**src/scba_pkg.sv**
```systemverilog
// ----------------------------------------------------------------------------
// scba_pkg
// Shared types and constants for the size-class bitmap allocator: the class
// layout, field widths, request and status codes, and the sequencer states.
// ----------------------------------------------------------------------------
package scba_pkg;

  // Field widths
  localparam int unsigned SIZE_W  = 16;
  localparam int unsigned ADDR_W  = 17;
  localparam int unsigned CLS_W   = 3;
  localparam int unsigned SLOT_W  = 6;
  localparam int unsigned CFG_W   = 7;

  // Reset value of the slots-in-use register
  localparam logic [CFG_W-1:0] CFG_RESET = 7'd64;

  // Size classes
  localparam int unsigned N_CLASSES = 5;
  localparam int unsigned MAX_SIZE  = 1024;

  // log2 of the slot size of each class
  localparam int unsigned CLASS_SHIFT [N_CLASSES] = '{4, 6, 8, 9, 10};
  // Slot size of each class in bytes
  localparam int unsigned CLASS_SIZE [N_CLASSES] = '{16, 64, 256, 512, 1024};
  // Start of each class region, in units of the per-class slot count
  localparam int unsigned CLASS_PRE [N_CLASSES] = '{0, 16, 80, 336, 848};
  // End of the last region, in the same units
  localparam int unsigned CLASS_END = 1872;

  // Request kinds
  typedef enum logic {
    OP_ALLOC = 1'b0,
    OP_FREE  = 1'b1
  } op_e;

  // Result status codes
  typedef enum logic [1:0] {
    ST_ALLOC   = 2'd0,
    ST_FAIL    = 2'd1,
    ST_FREED   = 2'd2,
    ST_IGNORED = 2'd3
  } status_e;

  // Sequencer states
  typedef enum logic [1:0] {
    S_IDLE  = 2'd0,
    S_ALLOC = 2'd1,
    S_FREE  = 2'd2,
    S_DONE  = 2'd3
  } state_e;

endpackage

```
**src/size_class_bitmap_allocator.sv**
```systemverilog
// ----------------------------------------------------------------------------
// size_class_bitmap_allocator
// Fixed-pool slab allocator with five size classes, each tracked by a free
// bitmap that a small sequencer scans one byte-wide chunk per cycle.
// ----------------------------------------------------------------------------
// Usage:
//   Slave stream s_axis_* carries requests: tuser is the opcode (0 allocate,
//   1 free), tdata holds the request size and the address being released.
//   Master stream m_axis_* returns one result per request: tuser is the
//   status, tdata holds the block address, the class and the slot index.
//   cfg_we_i/cfg_wdata_i write the slots-in-use limit; write it only while
//   no request is in flight.
// Throughput:
//   One request is handled at a time; s_axis_tready_o is high only while the
//   sequencer is idle. A free walks the classes one per cycle. An allocate
//   walks the classes and, within a fitting class, the free bitmap eight
//   slots per cycle through one shared chunk scanner and address adder. A
//   request above 1024 bytes fails without a class walk.
// Reset:
//   Every slot is free, the limit is 64, the output stream is empty.
// Stall:
//   A finished result waits in the output register; a next result waits in
//   the sequencer's done state until the receiver takes the previous one.
// ----------------------------------------------------------------------------
module size_class_bitmap_allocator #(
  parameter int SLOTS = 64
) (
  input  logic        clk_i,
  input  logic        rst_ni,
  // Configuration: slots_in_use
  input  logic                        cfg_we_i,
  input  logic [scba_pkg::CFG_W-1:0]  cfg_wdata_i,
  // Requests
  input  logic        s_axis_tvalid_i,
  output logic        s_axis_tready_o,
  input  logic [39:0] s_axis_tdata_i,   // [15:0] request_size, [32:16] free_address
  input  logic        s_axis_tuser_i,   // [0] opcode
  // Results
  output logic        m_axis_tvalid_o,
  input  logic        m_axis_tready_i,
  output logic [31:0] m_axis_tdata_o,   // [16:0] block_address, [19:17] size_class,
                                        // [25:20] slot_index
  output logic [1:0]  m_axis_tuser_o    // [1:0] status
);
  import scba_pkg::*;

  // Bitmap geometry: chunks of eight slots, padded to a power of two
  localparam int NCHUNK = (SLOTS + 7) / 8;
  localparam int CW     = (NCHUNK > 1) ? $clog2(NCHUNK) : 1;
  localparam int PW     = CW + 3;
  localparam int PAD    = 1 << PW;
  localparam int NW     = PW + 1;
  localparam int NCW    = (NW > CFG_W) ? NW : CFG_W;
  // Internal address width, wide enough for every region
  localparam int SPAN_W = $clog2(SLOTS * CLASS_END + 1);
  localparam int XW     = (SPAN_W > ADDR_W) ? SPAN_W : ADDR_W;

  localparam logic [XW-1:0] CLASS_BASE [N_CLASSES] = '{
    XW'(SLOTS * CLASS_PRE[0]), XW'(SLOTS * CLASS_PRE[1]), XW'(SLOTS * CLASS_PRE[2]),
    XW'(SLOTS * CLASS_PRE[3]), XW'(SLOTS * CLASS_PRE[4])
  };

  // State
  state_e                              state_q, state_d;
  logic [N_CLASSES-1:0][PAD-1:0]       free_map_q, free_map_d;
  logic [CFG_W-1:0]                    cfg_q;
  logic                                op_q, op_d;
  logic [SIZE_W-1:0]                   size_q, size_d;
  logic [ADDR_W-1:0]                   addr_q, addr_d;
  logic [CLS_W-1:0]                    cls_q, cls_d;
  logic [CW-1:0]                       chunk_q, chunk_d;
  // Pending result
  status_e                             res_status_q, res_status_d;
  logic [ADDR_W-1:0]                   res_addr_q, res_addr_d;
  logic [CLS_W-1:0]                    res_cls_q, res_cls_d;
  logic [SLOT_W-1:0]                   res_slot_q, res_slot_d;
  // Output register
  logic                                m_valid_q, m_valid_d;
  logic [1:0]                          out_status_q, out_status_d;
  logic [ADDR_W-1:0]                   out_addr_q, out_addr_d;
  logic [CLS_W-1:0]                    out_cls_q, out_cls_d;
  logic [SLOT_W-1:0]                   out_slot_q, out_slot_d;

  // Shared datapath
  logic [NCW-1:0]     cfg_ext;
  logic [NW-1:0]      n_act;
  logic [7:0]         chunk_bits;
  logic [7:0]         avail;
  logic [2:0]         hit_j;
  logic               hit_any;
  logic [PW-1:0]      alloc_slot;
  logic [NW-1:0]      next_start;
  logic               chunk_last;
  logic               class_fits;
  logic               class_end;
  logic [XW-1:0]      class_base;
  logic [XW-1:0]      alloc_addr;
  logic [XW-1:0]      addr_x;
  logic [XW-1:0]      free_slot_w;
  logic               free_hit;
  logic [CLS_W-1:0]   cls_idx;

  // Clamp the limit to the pool size
  always_comb begin
    cfg_ext = NCW'(cfg_q);
    n_act   = (cfg_ext > NCW'(SLOTS)) ? NW'(SLOTS) : NW'(cfg_ext);
  end

  // Chunk scanner: lowest free slot of the current chunk below the limit
  always_comb begin
    cls_idx    = cls_q;
    class_end  = (cls_q == CLS_W'(N_CLASSES));
    class_base = class_end ? '0 : CLASS_BASE[cls_idx];
    class_fits = !class_end && (size_q <= SIZE_W'(CLASS_SIZE[cls_idx]));
    chunk_bits = class_end ? '0 : free_map_q[cls_idx][{chunk_q, 3'b000} +: 8];
    for (int j = 0; j < 8; j++) begin
      avail[j] = chunk_bits[j] && (NW'({chunk_q, 3'(j)}) < n_act);
    end
    hit_any = |avail;
    hit_j   = '0;
    for (int j = 7; j >= 0; j--) begin
      if (avail[j]) begin
        hit_j = 3'(j);
      end
    end
    alloc_slot = {chunk_q, hit_j};
    next_start = {({1'b0, chunk_q} + (CW+1)'(1)), 3'b000};
    chunk_last = (next_start >= n_act);
    alloc_addr = class_base + (XW'(alloc_slot) << CLASS_SHIFT[cls_idx]);
  end

  // Range check: slot of the address within the current class
  always_comb begin
    addr_x      = XW'(addr_q);
    free_slot_w = (addr_x - class_base) >> CLASS_SHIFT[cls_idx];
    free_hit    = !class_end && (addr_x >= class_base) && (free_slot_w < XW'(n_act));
  end

  // Sequencer: next state and datapath control
  always_comb begin
    state_d      = state_q;
    free_map_d   = free_map_q;
    op_d         = op_q;
    size_d       = size_q;
    addr_d       = addr_q;
    cls_d        = cls_q;
    chunk_d      = chunk_q;
    res_status_d = res_status_q;
    res_addr_d   = res_addr_q;
    res_cls_d    = res_cls_q;
    res_slot_d   = res_slot_q;
    m_valid_d    = m_valid_q && !m_axis_tready_i;
    out_status_d = out_status_q;
    out_addr_d   = out_addr_q;
    out_cls_d    = out_cls_q;
    out_slot_d   = out_slot_q;
    s_axis_tready_o = (state_q == S_IDLE);

    unique case (state_q)
      S_IDLE: begin
        if (s_axis_tvalid_i) begin
          op_d    = s_axis_tuser_i;
          size_d  = s_axis_tdata_i[15:0];
          addr_d  = s_axis_tdata_i[32:16];
          cls_d   = '0;
          chunk_d = '0;
          res_addr_d = '0;
          res_cls_d  = '0;
          res_slot_d = '0;
          if (s_axis_tuser_i == OP_FREE) begin
            state_d = S_FREE;
          end else if (s_axis_tdata_i[15:0] > SIZE_W'(MAX_SIZE)) begin
            res_status_d = ST_FAIL;
            state_d      = S_DONE;
          end else begin
            state_d = S_ALLOC;
          end
        end
      end
      S_ALLOC: begin
        priority if (class_end) begin
          res_status_d = ST_FAIL;
          state_d      = S_DONE;
        end else if (class_fits && hit_any) begin
          // Take the slot and report its address
          free_map_d[cls_idx][alloc_slot] = 1'b0;
          res_status_d = ST_ALLOC;
          res_addr_d   = alloc_addr[ADDR_W-1:0];
          res_cls_d    = cls_q;
          res_slot_d   = SLOT_W'(alloc_slot);
          state_d      = S_DONE;
        end else if (!class_fits || chunk_last) begin
          cls_d   = cls_q + CLS_W'(1);
          chunk_d = '0;
        end else begin
          chunk_d = chunk_q + CW'(1);
        end
      end
      S_FREE: begin
        priority if (class_end) begin
          res_status_d = ST_IGNORED;
          state_d      = S_DONE;
        end else if (free_hit) begin
          free_map_d[cls_idx][free_slot_w[PW-1:0]] = 1'b1;
          res_status_d = ST_FREED;
          res_cls_d    = cls_q;
          res_slot_d   = SLOT_W'(free_slot_w[PW-1:0]);
          state_d      = S_DONE;
        end else begin
          cls_d = cls_q + CLS_W'(1);
        end
      end
      S_DONE: begin
        // Hand the result over once the output register is free
        if (!m_valid_q || m_axis_tready_i) begin
          m_valid_d    = 1'b1;
          out_status_d = res_status_q;
          out_addr_d   = res_addr_q;
          out_cls_d    = res_cls_q;
          out_slot_d   = res_slot_q;
          state_d      = S_IDLE;
        end
      end
      default: begin
        state_d = S_IDLE;
      end
    endcase
  end

  // Control registers
  always_ff @(posedge clk_i or negedge rst_ni) begin
    if (!rst_ni) begin
      state_q    <= S_IDLE;
      free_map_q <= '1;
      cfg_q      <= CFG_RESET;
      m_valid_q  <= 1'b0;
      cls_q      <= '0;
    end else begin
      state_q    <= state_d;
      free_map_q <= free_map_d;
      m_valid_q  <= m_valid_d;
      cls_q      <= cls_d;
      if (cfg_we_i) begin
        cfg_q <= cfg_wdata_i;
      end
    end
  end

  // Payload registers
  always_ff @(posedge clk_i) begin
    op_q         <= op_d;
    size_q       <= size_d;
    addr_q       <= addr_d;
    chunk_q      <= chunk_d;
    res_status_q <= res_status_d;
    res_addr_q   <= res_addr_d;
    res_cls_q    <= res_cls_d;
    res_slot_q   <= res_slot_d;
    out_status_q <= out_status_d;
    out_addr_q   <= out_addr_d;
    out_cls_q    <= out_cls_d;
    out_slot_q   <= out_slot_d;
  end

  // Drive the result stream
  assign m_axis_tvalid_o = m_valid_q;
  assign m_axis_tuser_o  = out_status_q;
  assign m_axis_tdata_o  = {6'b0, out_slot_q, out_cls_q, out_addr_q};

  // Assertions
  a_busy_after_accept: assert property (@(posedge clk_i) disable iff (!rst_ni)
    s_axis_tvalid_i && s_axis_tready_o |=> !s_axis_tready_o)
    else $error("request accepted while the sequencer was busy");

  a_class_bound: assert property (@(posedge clk_i) disable iff (!rst_ni)
    cls_q <= CLS_W'(N_CLASSES))
    else $error("class walk ran past the last class");

  a_alloc_class: assert property (@(posedge clk_i) disable iff (!rst_ni)
    m_axis_tvalid_o && (m_axis_tuser_o == ST_ALLOC || m_axis_tuser_o == ST_FREED)
    |-> m_axis_tdata_o[19:17] < CLS_W'(N_CLASSES))
    else $error("result reports a class that does not exist");

  a_miss_zero: assert property (@(posedge clk_i) disable iff (!rst_ni)
    m_axis_tvalid_o && (m_axis_tuser_o == ST_FAIL || m_axis_tuser_o == ST_IGNORED)
    |-> m_axis_tdata_o == '0)
    else $error("failed or ignored result carries nonzero fields");

  a_op_held: assert property (@(posedge clk_i) disable iff (!rst_ni)
    (state_q == S_ALLOC) |-> (op_q == OP_ALLOC))
    else $error("allocate scan running for a free request");

endmodule
```
**config.mk**
```make
export PLATFORM = sky130hd
export DESIGN_NAME = size_class_bitmap_allocator
export DESIGN_NICKNAME = d
export VERILOG_FILES = /design/src/scba_pkg.sv /design/src/size_class_bitmap_allocator.sv
export SDC_FILE = /design/constraint.sdc
export NUM_CORES = 1
export LEC_CHECK = 0
export BUFFER_PORTS_ARGS = -buffer_cell sky130_fd_sc_hd__buf_2
export CELL_PAD_IN_SITES_DETAIL_PLACEMENT = 1
export CELL_PAD_IN_SITES_GLOBAL_PLACEMENT = 2
export CORE_MARGIN = 8
export CORE_UTILIZATION = 34
export CTS_CLUSTER_DIAMETER = 150
export DETAILED_ROUTE_END_ITERATION = 6
export PLACE_DENSITY = 0.81
export SLEW_MARGIN = 30
export SYNTH_ARGS = -nofsm -noshare
export SYNTH_HDL_FRONTEND = slang
export SYNTH_SLANG_ARGS = --single-unit
```
**constraint.sdc**
```tcl
create_clock -name clk_i -period 7.9 [get_ports clk_i]
set_input_delay 1.58 -clock clk_i [delete_from_list [all_inputs] [get_ports clk_i]]
set_output_delay 1.58 -clock clk_i [all_outputs]
set_load 0.02 [all_outputs]
```
==> qor_table.md, run 1 <==
| Result | This run |
| --- | --- |
| Run status | finished clean |
| Count of endpoints failing setup in the final report | 0 |
| Top-area cell type share of the netlist area | 0.364 |
| Yosys cell types | 91 |
| Post-Syn Area | 0.0232 mm2 |
| Sum Neg Setup Slack | 0 ps |
| TritonCTS clock tree | built |
| Crit path launch | cls_idx[1] |
| Hold_buf cts | 0 |
| Worst Tran Pin Value | 1020 ps |
| Total leakage power | 9.07 nW |
| CP Capture Type | flop |
| Final clock skew | 22.4 ps |
| Register area share after synthesis | 0.496 |
| Post-Syn Instances | 2,341 |
| Worst Hold Class | flop to flop |
| Layout Area Growth over Synthesis | 12.5% |
| Share of the synthesized netlist area taken by xor and xnor gates | 0.00264 |
| Number of filler instances in the final layout | 7,500 |
| Main combinational cell family by area after synthesis | compound AO/OA/AOI/OAI gates |
| CTS Buffer Depth | 3 |
| Die Height | 277 um |
| Final-stage net count | 2,432 |
| Cell with the most instances after synthesis | a21oi_1 |
| Switching share of power | 0.489 |
| Area fraction in and, or, nand and nor cells after synthesis | 0.109 |
| Total placed cells including tap cells | 3,161 |
| Total vias in the final route | 20,586 |
| Register bit count reported by yosys | 425 |
| Synth Flop Type | dfstp_2 |
| Int Power | 5.84 mW |
| Clock transition at the register clock pins on the worst setup and hold paths after CTS | 60 ps |
| Worst slack, placed | 624 ps |
| Maximum number of pins on one net before global-route repair | 145 |
| Total half-perimeter wirelength after legalization and detailed placement | 56,200 um |
| Via count of the first global-routing pass | 21,777 |
| N_diodes | 0 |
| Required @ worst endpoint | 8430 ps |
| Maximum fanout along the worst path | 43 |
| Wire per inst | 28.2 um |
| Initial antenna violation count | 1 |
| Number of H-tree levels | 2 |
| Layout cell share with drive strength beyond 1 | 0.264 |
| Critical Path Source Type | flop |
| Async SR Flop Fraction | 0.784 |
| GRT Resource Usage Total | 0.232 |
| Overall power after layout | 11.4 mW |
| Max-slew headroom at the worst pin | 0.322 |
| Floorplan Core Area | 0.0674 mm2 |
| Number of warnings printed during yosys synthesis | 0 |
| Power per unit of standard cell area | 438 mW/mm2 |
| Cell row count | 95 |
| Effective utilization at floorplan | 0.344 |
| Reg-to-reg endpoint | free_map_q[316] |
| First drt pass iteration count | 5 |
| Die X-Extent | 277 um |
| Multiplexer share of the synthesized area | 0.0718 |
| Type of the worst setup path | flop to flop |
| Total of buffers placed on input and output ports | 75 |
| Gpl congestion | 0.879 |
| Cell taking the most area after synthesis | dfstp_2 |
| # resized after CTS | 0 |
| CTS Root Cell | clkbuf_16 |
| Pins over their slew limit | 0 |
| Part of the power in combinational logic | 0.506 |
| Ports placed on the boundary | 89 |
| Switching pwr | 5.59 mW |
| Cells on worst reg2reg path | 24 |
| Number of DRC markers in iteration 0 | 1,878 |
| Crit path to | free_map_q[316] |
| Mean number of vias per cell | 6.33 |
| Wire length of the first global-routing pass | 139,000 um |
| Synthesized-area fraction occupied by ao, oa, aoi and oai cells | 0.252 |
| Number of setup buffers added after CTS | 0 |
| Detailed-route wire length | 91,800 um |
| Congestion Overflow GR | 0 |
| Part of the power in the clock network | 0.209 |
| Internal reg-to-reg setup slack | 540 ps |
| Final number of hold-violating endpoints | 0 |
| Number of routed nets with antenna violations | 0 |
| Die area | 0.0768 mm2 |
| Adder-Cell Fraction of Synth Area | 0.0216 |
| Crit path setup slack, layout | 537 ps |
| Top cells by area, synth | dfstp_2 (36%), edfxtp_1 (12%), a21oi_1 (8.1%) |
| Max Freq | 136 MHz |
| Count of flip-flops with a built-in enable after synthesis | 92 |
| DRC violation count after routing | 0 |
| RSZ-0062 raised after global routing | false |
| Final period util | 0.932 |
| Synth cell count leaders | a21oi_1 (375), dfstp_2 (321), nor2_1 (204), o21ai_0 (159), o31ai_1 (131) |
| R2R Path Start | cls_idx[1] |
| Part of the power in registers | 0.285 |
| Clk sink count | 425 |
| Number of buffers created by CTS | 49 |
| Layout Cells excl Fill | 3,250 |
| Final critical path time including I/O delays and setup | 7360 ps |
| Crit path arrival time | 7900 ps |
| Avg Inst Size Synth | 9.91 um2 |
| Worst supply voltage drop on vdd | 0.000271 V |
| Max-cap violation count | 0 |
| Clock latency reported for the late side of the worst-skew pair | 610 ps |
-- registers in the layout (all words and copies together), names as in the netlist --
register         flops
free_map_q         320
addr_q              17
out_addr_q          17
res_addr_q          17
size_q              16
cfg_ext              7
out_slot_q           6
res_slot_q           6
chunk_q              3
cls_idx              3
out_cls_q            3
res_cls_q            3
m_axis_tuser_o       2
res_status_q         2
state_q              2
m_axis_tvalid_o      1
-- area by class of cell --
cell class / count / area, um2 / area share
repair buffers: 142 / 976 / 0.0374
inverters: 41 / 154 / 0.00590
well taps: 873 / 1090 / 0.0418
clock buffers: 69 / 1400 / 0.0538
clock inverters: 20 / 260 / 0.00997
multi-input cells: 1680 / 10700 / 0.410
flip-flops and latches: 425 / 11500 / 0.441
-- metrics by stage --
| step | utilization | hold WS, ps | instance area (um2) |
|---|---|---|---|
| 6_report | 0.387 | 421 | 26100 |
| 5_1_grt | 0.387 | 433 | 26100 |
| 4_1_cts | 0.387 | 425 | 26100 |
| 3_5_place_dp | 0.362 | 410 | 24400 |
| 3_3_place_gp | 0.362 | 401 | 24400 |
| 2_1_floorplan | - | 400 | 23200 |
-- placed cells by master, fill, tap and decap left out, types with 14 or more instances in the layout --
master,netlist,layout
a21oi_1,375,375
dfstp_2,321,321
nor2_1,204,203
o21ai_0,159,158
o31ai_1,131,131
nand2_1,123,122
mux2i_1,108,108
a31oi_1,93,93
edfxtp_1,92,92
buf_2,70,74
buf_4,17,60
clkbuf_16,0,51
nor3_1,47,45
ha_1,40,39
nand3_1,37,36
inv_1,35,34
mux2_2,28,28
o221ai_1,25,25
o21ai_1,19,20
nand2b_1,18,17
nor4_1,16,16
o211ai_1,14,14
-- layer usage --
layer  routed length [um]  global-route usage  share of wire  up-vias
met4                 4500               0.108          0.049        2
met5                   12                   0        0.00013        -
met1                37500               0.294           0.41    10628
met3                 7440              0.0487          0.081      259
li1                     -                   -              -     8821
met2                42300               0.377           0.46      876
-- worst max-delay path: stages (launching register included) --
cell	delay [ps]
dfrtp_4	490
inv_2	110
ha_1	150
buf_4	210
nand2_1	210
nand2_1	200
ha_1	320
nor2b_1	170
or4_1	430
a21oi_1	160
a31oi_1	80
a221oi_1	390
mux2_2	400
clkinv_1	350
ha_1	400
and4_1	200
a211oi_1	240
nand3_1	100
a211oi_1	360
nor2_1	200
nor2_1	550
o211ai_1	480
buf_4	500
or3_1	400
a22o_1	190
-- power groups by stage --
stage	logic [mW]	clock network, mW	registers, mW
finish	5.78	2.38	3.25
global placement	5.46	0	3.25
CTS	5.59	2.43	3.26
detailed placement	5.56	0	3.29
global route	6.03	2.51	3.31
floorplan	3.31	0	3.28
-- worst min-delay path by stage --
stage,startpoint,to,slack (ps),cells past startpoint
detailed placement,res_addr_q[2],out_addr_q[2],410,0
finish,res_addr_q[2],out_addr_q[2],420,0
floorplan,res_status_q[0],m_axis_tuser_o[0],400,0
CTS,res_addr_q[2],out_addr_q[2],430,0
global placement,res_addr_q[10],out_addr_q[10],400,0
global route,res_addr_q[13],out_addr_q[13],430,0
-- logic make-up (layout without fill, tap and decap cells) --
kind of cell	Yosys count	count (layout)
and+or+nand+nor	527	527
muxes	149	149
adders and majority gates	40	40
DFF	425	425
other	1	10
buffers and inverters	245	272
AOI/OAI and AO/OA	947	947
xor gates and xnor gates	7	7
(Power assumes the default switching activity.)
==> run 2, diff against run 1 <==
==> constraint.sdc (replaced) <==
create_clock -name clk_i -period 8.8 [get_ports clk_i]
set_input_delay 0.88 -clock clk_i [delete_from_list [all_inputs] [get_ports clk_i]]
set_output_delay 0.88 -clock clk_i [all_outputs]
set_load 0.02 [all_outputs]
==> qor_table.md, run 2 (synthesis gave the netlist of run 1 again) <==
| Result | This run | Delta |
| --- | --- | --- |
| Final clock skew | 28.9 ps | +6.41 ps |
| Congestion Overflow GR | 0 | unchanged |
| Clock transition at the register clock pins on the worst setup and hold paths after CTS | 70 ps | about the same |
| Commonest non-fill, non-tap cell in the layout | a21oi_1 |  |
| Cell row count | 95 | unchanged |
| Pins over their slew limit | 0 | unchanged |
| Clk sink count | 425 | unchanged |
| Final number of hold-violating endpoints | 0 | unchanged |
| Hold_buf cts | 0 | unchanged |
| Worst Hold Class | flop to flop |  |
| Power per unit of standard cell area | 391 mW/mm2 | -11% |
| Run status | finished clean |  |
| Final-stage net count | 2,432 | unchanged |
| TritonCTS clock tree | built |  |
| Final critical path time including I/O delays and setup | 7580 ps | +221 ps |
| Internal reg-to-reg setup slack | 1220 ps | +680 ps |
| Count of endpoints failing setup in the final report | 0 | unchanged |
| Layout Area Growth over Synthesis | 12.3% |  |
| Number of routed nets with antenna violations | 0 | unchanged |
| Die Height | 277 um | unchanged |
| Library cell appearing most often on the critical path | ha_1 |  |
| Max-slew headroom at the worst pin | 0.275 | -0.0468 |
| Cell area after layout | 0.0261 mm2 | -0.21% |
| DRC violation count after routing | 0 | unchanged |
| # resized after CTS | 0 | unchanged |
| Layout cell share with drive strength beyond 1 | 0.267 | +0.00303 |
| Total half-perimeter wirelength after legalization and detailed placement | 57,700 um | +2.8% |
| Number of buffers created by CTS | 49 | unchanged |
| Crit path launch | cls_idx[1] |  |
| Detailed-route wire length | 91,600 um | -0.19% |
| Via count of the first global-routing pass | 21,617 | -0.73% |
| Footprint of the multi-input gates | 0.0107 mm2 | about the same |
| Number of H-tree levels | 2 | unchanged |
| Max-cap violation count | 0 | unchanged |
| Cells on worst reg2reg path | 24 | unchanged |
| Number of DRC markers in iteration 0 | 1,826 | -2.8% |
| Mean number of vias per cell | 6.36 | +0.37% |
| Critical path cell sequence | inv_2, ha_1, buf_4, nand2_1, nand2_1, ha_1, nor2b_1, or4_1, a21oi_1, a31oi_1, a221oi_1, mux2_2, clkinv_1, ha_1, and4_1, a211oi_1, nand3_1, a211oi_1, nor2_1, nor2_1, o211ai_1, buf_4, or3_1, a22o_1 |  |
| Total of buffers placed on input and output ports | 75 | unchanged |
| RSZ-0062 raised after global routing | false |  |
| Required @ worst endpoint | 9320 ps | +890 ps |
| Sum Neg Setup Slack | 0 ps | unchanged |
| Number of flip-flops under the largest register name | 320 | unchanged |
| First drt pass iteration count | 5 | unchanged |
| Max Freq | 132 MHz | -2.9% |
| Slowest cell delay on critical path | 530 ps | -20 ps |
| Worst path buffer plus inverter count | 4 | unchanged |
| CTS Root Cell | clkbuf_16 |  |
| Wire length of the first global-routing pass | 138,000 um | -0.75% |
| Register with the most flip-flops | free_map_q |  |
| CTS Buffer Depth | 3 | unchanged |
| Number of filler instances in the final layout | 7,475 | -0.33% |
| CP Capture Type | flop |  |
| Crit path arrival time | 8100 ps | +200 ps |
| Type of the worst setup path | flop to flop |  |
| Die area | 0.0768 mm2 | unchanged |
| Clock latency reported for the late side of the worst-skew pair | 610 ps | about the same |
| Gpl congestion | 0.883 | +0.51% |
| N_diodes | 0 | unchanged |
| Reg-to-reg endpoint | free_map_q[316] |  |
| Final period util | 0.862 | -0.0702 |
| Slowest stage cell on the critical path | nor2_1 |  |
| Placement Cell Area | 0.0244 mm2 | -0.17% |
| Worst supply voltage drop on vdd | 0.000351 V | +30% |
| Number of setup buffers added after CTS | 0 | unchanged |
| Effective utilization at floorplan | 0.344 | unchanged |
| Worst Tran Pin Value | 1080 ps | +61.9 ps |
| Critical Path Source Type | flop |  |
| Ports placed on the boundary | 89 | unchanged |
| Total vias in the final route | 20,681 | +0.46% |
| R2R Path Start | cls_idx[1] |  |
| Crit path to | free_map_q[316] |  |
| Maximum fanout along the worst path | 41 | -4.7% |
| Commonest cells after routing, fill and taps aside | a21oi_1 (375), dfstp_2 (321), nor2_1 (201) |  |
| Stages on the worst setup path | 24 | unchanged |
| Die X-Extent | 277 um | unchanged |
| Sequential cell area in the final layout | 0.0115 mm2 | unchanged |
| Wire per inst | 28.2 um | -0.29% |
| Largest delay share family, worst path | simple AND/OR/NAND/NOR gates |  |
| Floorplan Core Area | 0.0674 mm2 | unchanged |
| Maximum number of pins on one net before global-route repair | 171 | +18% |
| Total leakage power | 9.06 nW | about the same |
| Initial antenna violation count | 1 | unchanged |
| GRT Resource Usage Total | 0.230 | -0.00186 |
[run 2: cell count changes in the layout (fill, tap and decap cells not counted), sizes merged]
cell / previous run / this run
clkinvlp: 6 / 5
clkbuf: 69 / 70
clkinv: 10 / 15
bufinv: 6 / 4
[run 2: final cells by class]
type                    instances  area share
flip-flops and latches        425       0.442
multi-input cells            1680       0.411
clock buffers                  70      0.0544
well taps                     873      0.0419
repair buffers                142      0.0363
clock inverters                22     0.00860
inverters                      41     0.00591
[run 2: stage by stage]
stage / instances / hold WS [ps] / utilization / worst slack (ps) / power (mW)
global placement: 3160 / 403 / 0.361 / 1480 / 7.75
detailed placement: 3160 / 406 / 0.362 / 1340 / 7.91
finish: 3253 / 417 / 0.387 / 1220 / 10.2
floorplan: 2350 / 400 / - / 2570 / 5.92
global route: 3253 / 423 / 0.387 / 860 / 10.5
CTS: 3252 / 417 / 0.386 / 1290 / 10.1
[run 2: power by group]
part,total (mW),internal [mW],switching (mW)
combinational,5.13,1.23,3.90
clock,2.12,1.24,0.884
sequential,2.93,2.70,0.230
[run 2: per-layer routing]
layer | part of all wire | GRT usage
met1 | 0.41 | 0.294
met4 | 0.051 | 0.114
met5 | 0 | 0
met2 | 0.46 | 0.375
met3 | 0.073 | 0.0384
[run 2: how the worst min path moves through the flow]
stage                              endpoint  cells after the start  slack, ps             from
final                        out_addr_q[13]                      0        420   res_addr_q[13]
after global routing         out_addr_q[13]                      0        420   res_addr_q[13]
after CTS                    out_addr_q[13]                      0        420   res_addr_q[13]
after detailed placement      out_addr_q[7]                      0        410    res_addr_q[7]
after global placement       out_addr_q[10]                      0        400   res_addr_q[10]
after floorplan           m_axis_tuser_o[0]                      0        400  res_status_q[0]
==> run 3, diff against run 2 <==
--- a/config.mk
+++ b/config.mk
@@ -9,10 +9,11 @@
 export CELL_PAD_IN_SITES_DETAIL_PLACEMENT = 1
 export CELL_PAD_IN_SITES_GLOBAL_PLACEMENT = 2
 export CORE_MARGIN = 8
-export CORE_UTILIZATION = 34
+export CORE_UTILIZATION = 25
 export CTS_CLUSTER_DIAMETER = 150
 export DETAILED_ROUTE_END_ITERATION = 6
-export PLACE_DENSITY = 0.81
+export GPL_TIMING_DRIVEN = 0
+export PLACE_DENSITY = 0.66
 export SLEW_MARGIN = 30
 export SYNTH_ARGS = -nofsm -noshare
 export SYNTH_HDL_FRONTEND = slang
==> qor_table.md, run 3 (synthesis gave the netlist of run 1 again) <==
| Result | This run | Delta |
| --- | --- | --- |
| Max-cap violation count | 0 | unchanged |
| Maximum fanout along the worst path | 10 | -76% |
| Layout Area Growth over Synthesis | 17.6% |  |
| Gpl congestion | 1.01 | +14% |
| Worst Hold Class | flop to flop |  |
| RSZ-0062 raised after global routing | false |  |
| Cell row count | 111 | +17% |
| CTS Root Cell | clkbuf_16 |  |
| Hold_buf cts | 0 | unchanged |
| Largest delay share family, worst path | buffers and inverters |  |
| Max Freq | 117 MHz | -12% |
| Initial antenna violation count | 9 | +8 |
| Ports placed on the boundary | 89 | unchanged |
| Commonest non-fill, non-tap cell in the layout | a21oi_1 |  |
| Total leakage power | 9.58 nW | +5.7% |
| Layout cell share with drive strength beyond 1 | 0.279 | +0.0118 |
| Slowest stage cell on the critical path | mux4_2 |  |
| Max-slew headroom at the worst pin | 0.248 | -0.0265 |
| Number of flip-flops under the largest register name | 320 | unchanged |
| Wire length of the first global-routing pass | 194,000 um | +41% |
| First drt pass iteration count | 5 | unchanged |
| Total vias in the final route | 22,898 | +11% |
| Worst path buffer plus inverter count | 8 | +4 |
| Critical Path Source Type | flop |  |
| DRC violation count after routing | 0 | unchanged |
| Commonest cells after routing, fill and taps aside | a21oi_1 (374), dfstp_2 (321), nor2_1 (198) |  |
| Count of endpoints failing setup in the final report | 0 | unchanged |
| Type of the worst setup path | flop to flop |  |
| Wire per inst | 37.6 um | +33% |
| Maximum number of pins on one net before global-route repair | 81 | -53% |
| Overall power after layout | 11.9 mW | +17% |
| GRT Resource Usage Total | 0.267 | +0.0370 |
| Final period util | 0.975 | +0.113 |
| Clk sink count | 425 | unchanged |
| Number of buffers created by CTS | 51 | +4.1% |
| Final-stage net count | 2,577 | +6.0% |
| Number of DRC markers in iteration 0 | 2,523 | +38% |
| Crit path arrival time | 9120 ps | +1020 ps |
| Sum Neg Setup Slack | 0 ps | unchanged |
| Required @ worst endpoint | 9340 ps | +20 ps |
| Number of filler instances in the final layout | 10,463 | +40% |
| Power per unit of standard cell area | 438 mW/mm2 | +12% |
| Register with the most flip-flops | free_map_q |  |
| Mean number of vias per cell | 6.07 | -4.5% |
| Die Height | 321 um | +16% |
| Die area | 0.103 mm2 | +34% |
| Final clock skew | 53.0 ps | +24.2 ps |
| Cell area after layout | 0.0273 mm2 | +4.7% |
| Number of routed nets with antenna violations | 0 | unchanged |
| Final number of hold-violating endpoints | 0 | unchanged |
| Total of buffers placed on input and output ports | 74 | -1.3% |
| Worst Tran Pin Value | 1130 ps | +48.0 ps |
| Effective utilization at floorplan | 0.253 | -0.0915 |
| Internal reg-to-reg setup slack | 220 ps | -1000 ps |
| CP Capture Type | flop |  |
| Fraction of the core area covered by cells at the end of the flow | 0.297 | -0.0894 |
| Run status | finished clean |  |
| Clock latency reported for the late side of the worst-skew pair | 670 ps | +60 ps |
| Detailed-route wire length | 142,000 um | +55% |
| Floorplan Core Area | 0.0918 mm2 | +36% |
| Placement Cell Area | 0.0254 mm2 | +4.2% |
| Number of H-tree levels | 2 | unchanged |
| Total half-perimeter wirelength after legalization and detailed placement | 100,000 um | +73% |
| Pins over their slew limit | 0 | unchanged |
| Final critical path time including I/O delays and setup | 8580 ps | +998 ps |
| TritonCTS clock tree | built |  |
| Via count of the first global-routing pass | 23,422 | +8.3% |
| Die X-Extent | 321 um | +16% |
| Slowest cell delay on critical path | 530 ps | about the same |
| Worst supply voltage drop on vdd | 0.000168 V | -52% |
| Congestion Overflow GR | 0 | unchanged |
| Clock transition at the register clock pins on the worst setup and hold paths after CTS | 70 ps | about the same |
| CTS Buffer Depth | 3 | unchanged |
[run 3: final cells by class]
| cell class | instances | area, um2 | area share |
|---|---|---|---|
| Sequential cell | 425 | 11500 | 0.422 |
| Multi-Input combinational cell | 1680 | 10700 | 0.393 |
| Tap cell | 1243 | 1560 | 0.0570 |
| Clock buffer | 69 | 1400 | 0.0515 |
| Buffer | 200 | 985 | 0.0361 |
| Timing Repair Buffer | 85 | 554 | 0.0203 |
| Clock inverter | 27 | 408 | 0.0150 |
| Inverter | 41 | 159 | 0.00582 |
| Antenna cell | 2 | 5.00 | 0.000183 |
[run 3: stage by stage]
| stage | setup slack (ps) | hold slack [ps] | instances |
|---|---|---|---|
| finish | 218 | 418 | 3772 |
| global route | 27.9 | 411 | 3770 |
| CTS | 72.3 | 392 | 3772 |
| detailed placement | -998 | 406 | 3676 |
| global placement | -1650 | 403 | 3667 |
| floorplan | 2570 | 400 | 2350 |
[run 3: repair_timing]
item                       4_1_cts  5_1_grt
resized for setup               14        6
hold endpoints to repair         0        0
pin swaps                        0        1
setup buffers                    2        0
setup endpoints to repair      332      235
[run 3: final timing paths]
check	start	to	cells past startpoint
worst max-delay path	cls_idx[1]	free_map_q[46]	28
worst min-delay path	res_slot_q[1]	out_slot_q[1]	0
worst max register to register	cls_idx[1]	free_map_q[46]	28
worst min register to register	res_slot_q[1]	out_slot_q[1]	0
max in group asynchronous	rst_ni	free_map_q[212]	3
min in group asynchronous	rst_ni	free_map_q[229]	1
[run 3: report_power, final]
group	internal, mW	leakage (nW)	switching [mW]
clock	1.41	0.876	0.974
sequential	2.71	4.33	0.274
combinational	1.31	4.38	5.27
[run 3: metal layers]
metal | up-vias | GRT usage | part of all wire | wire length [um]
li1 | 9124 | - | - | -
met1 | 11893 | 0.345 | 0.41 | 57600
met2 | 1428 | 0.399 | 0.43 | 60200
met3 | 443 | 0.0719 | 0.098 | 14000
met4 | 10 | 0.156 | 0.069 | 9820
met5 | - | 0 | 0.00050 | 71
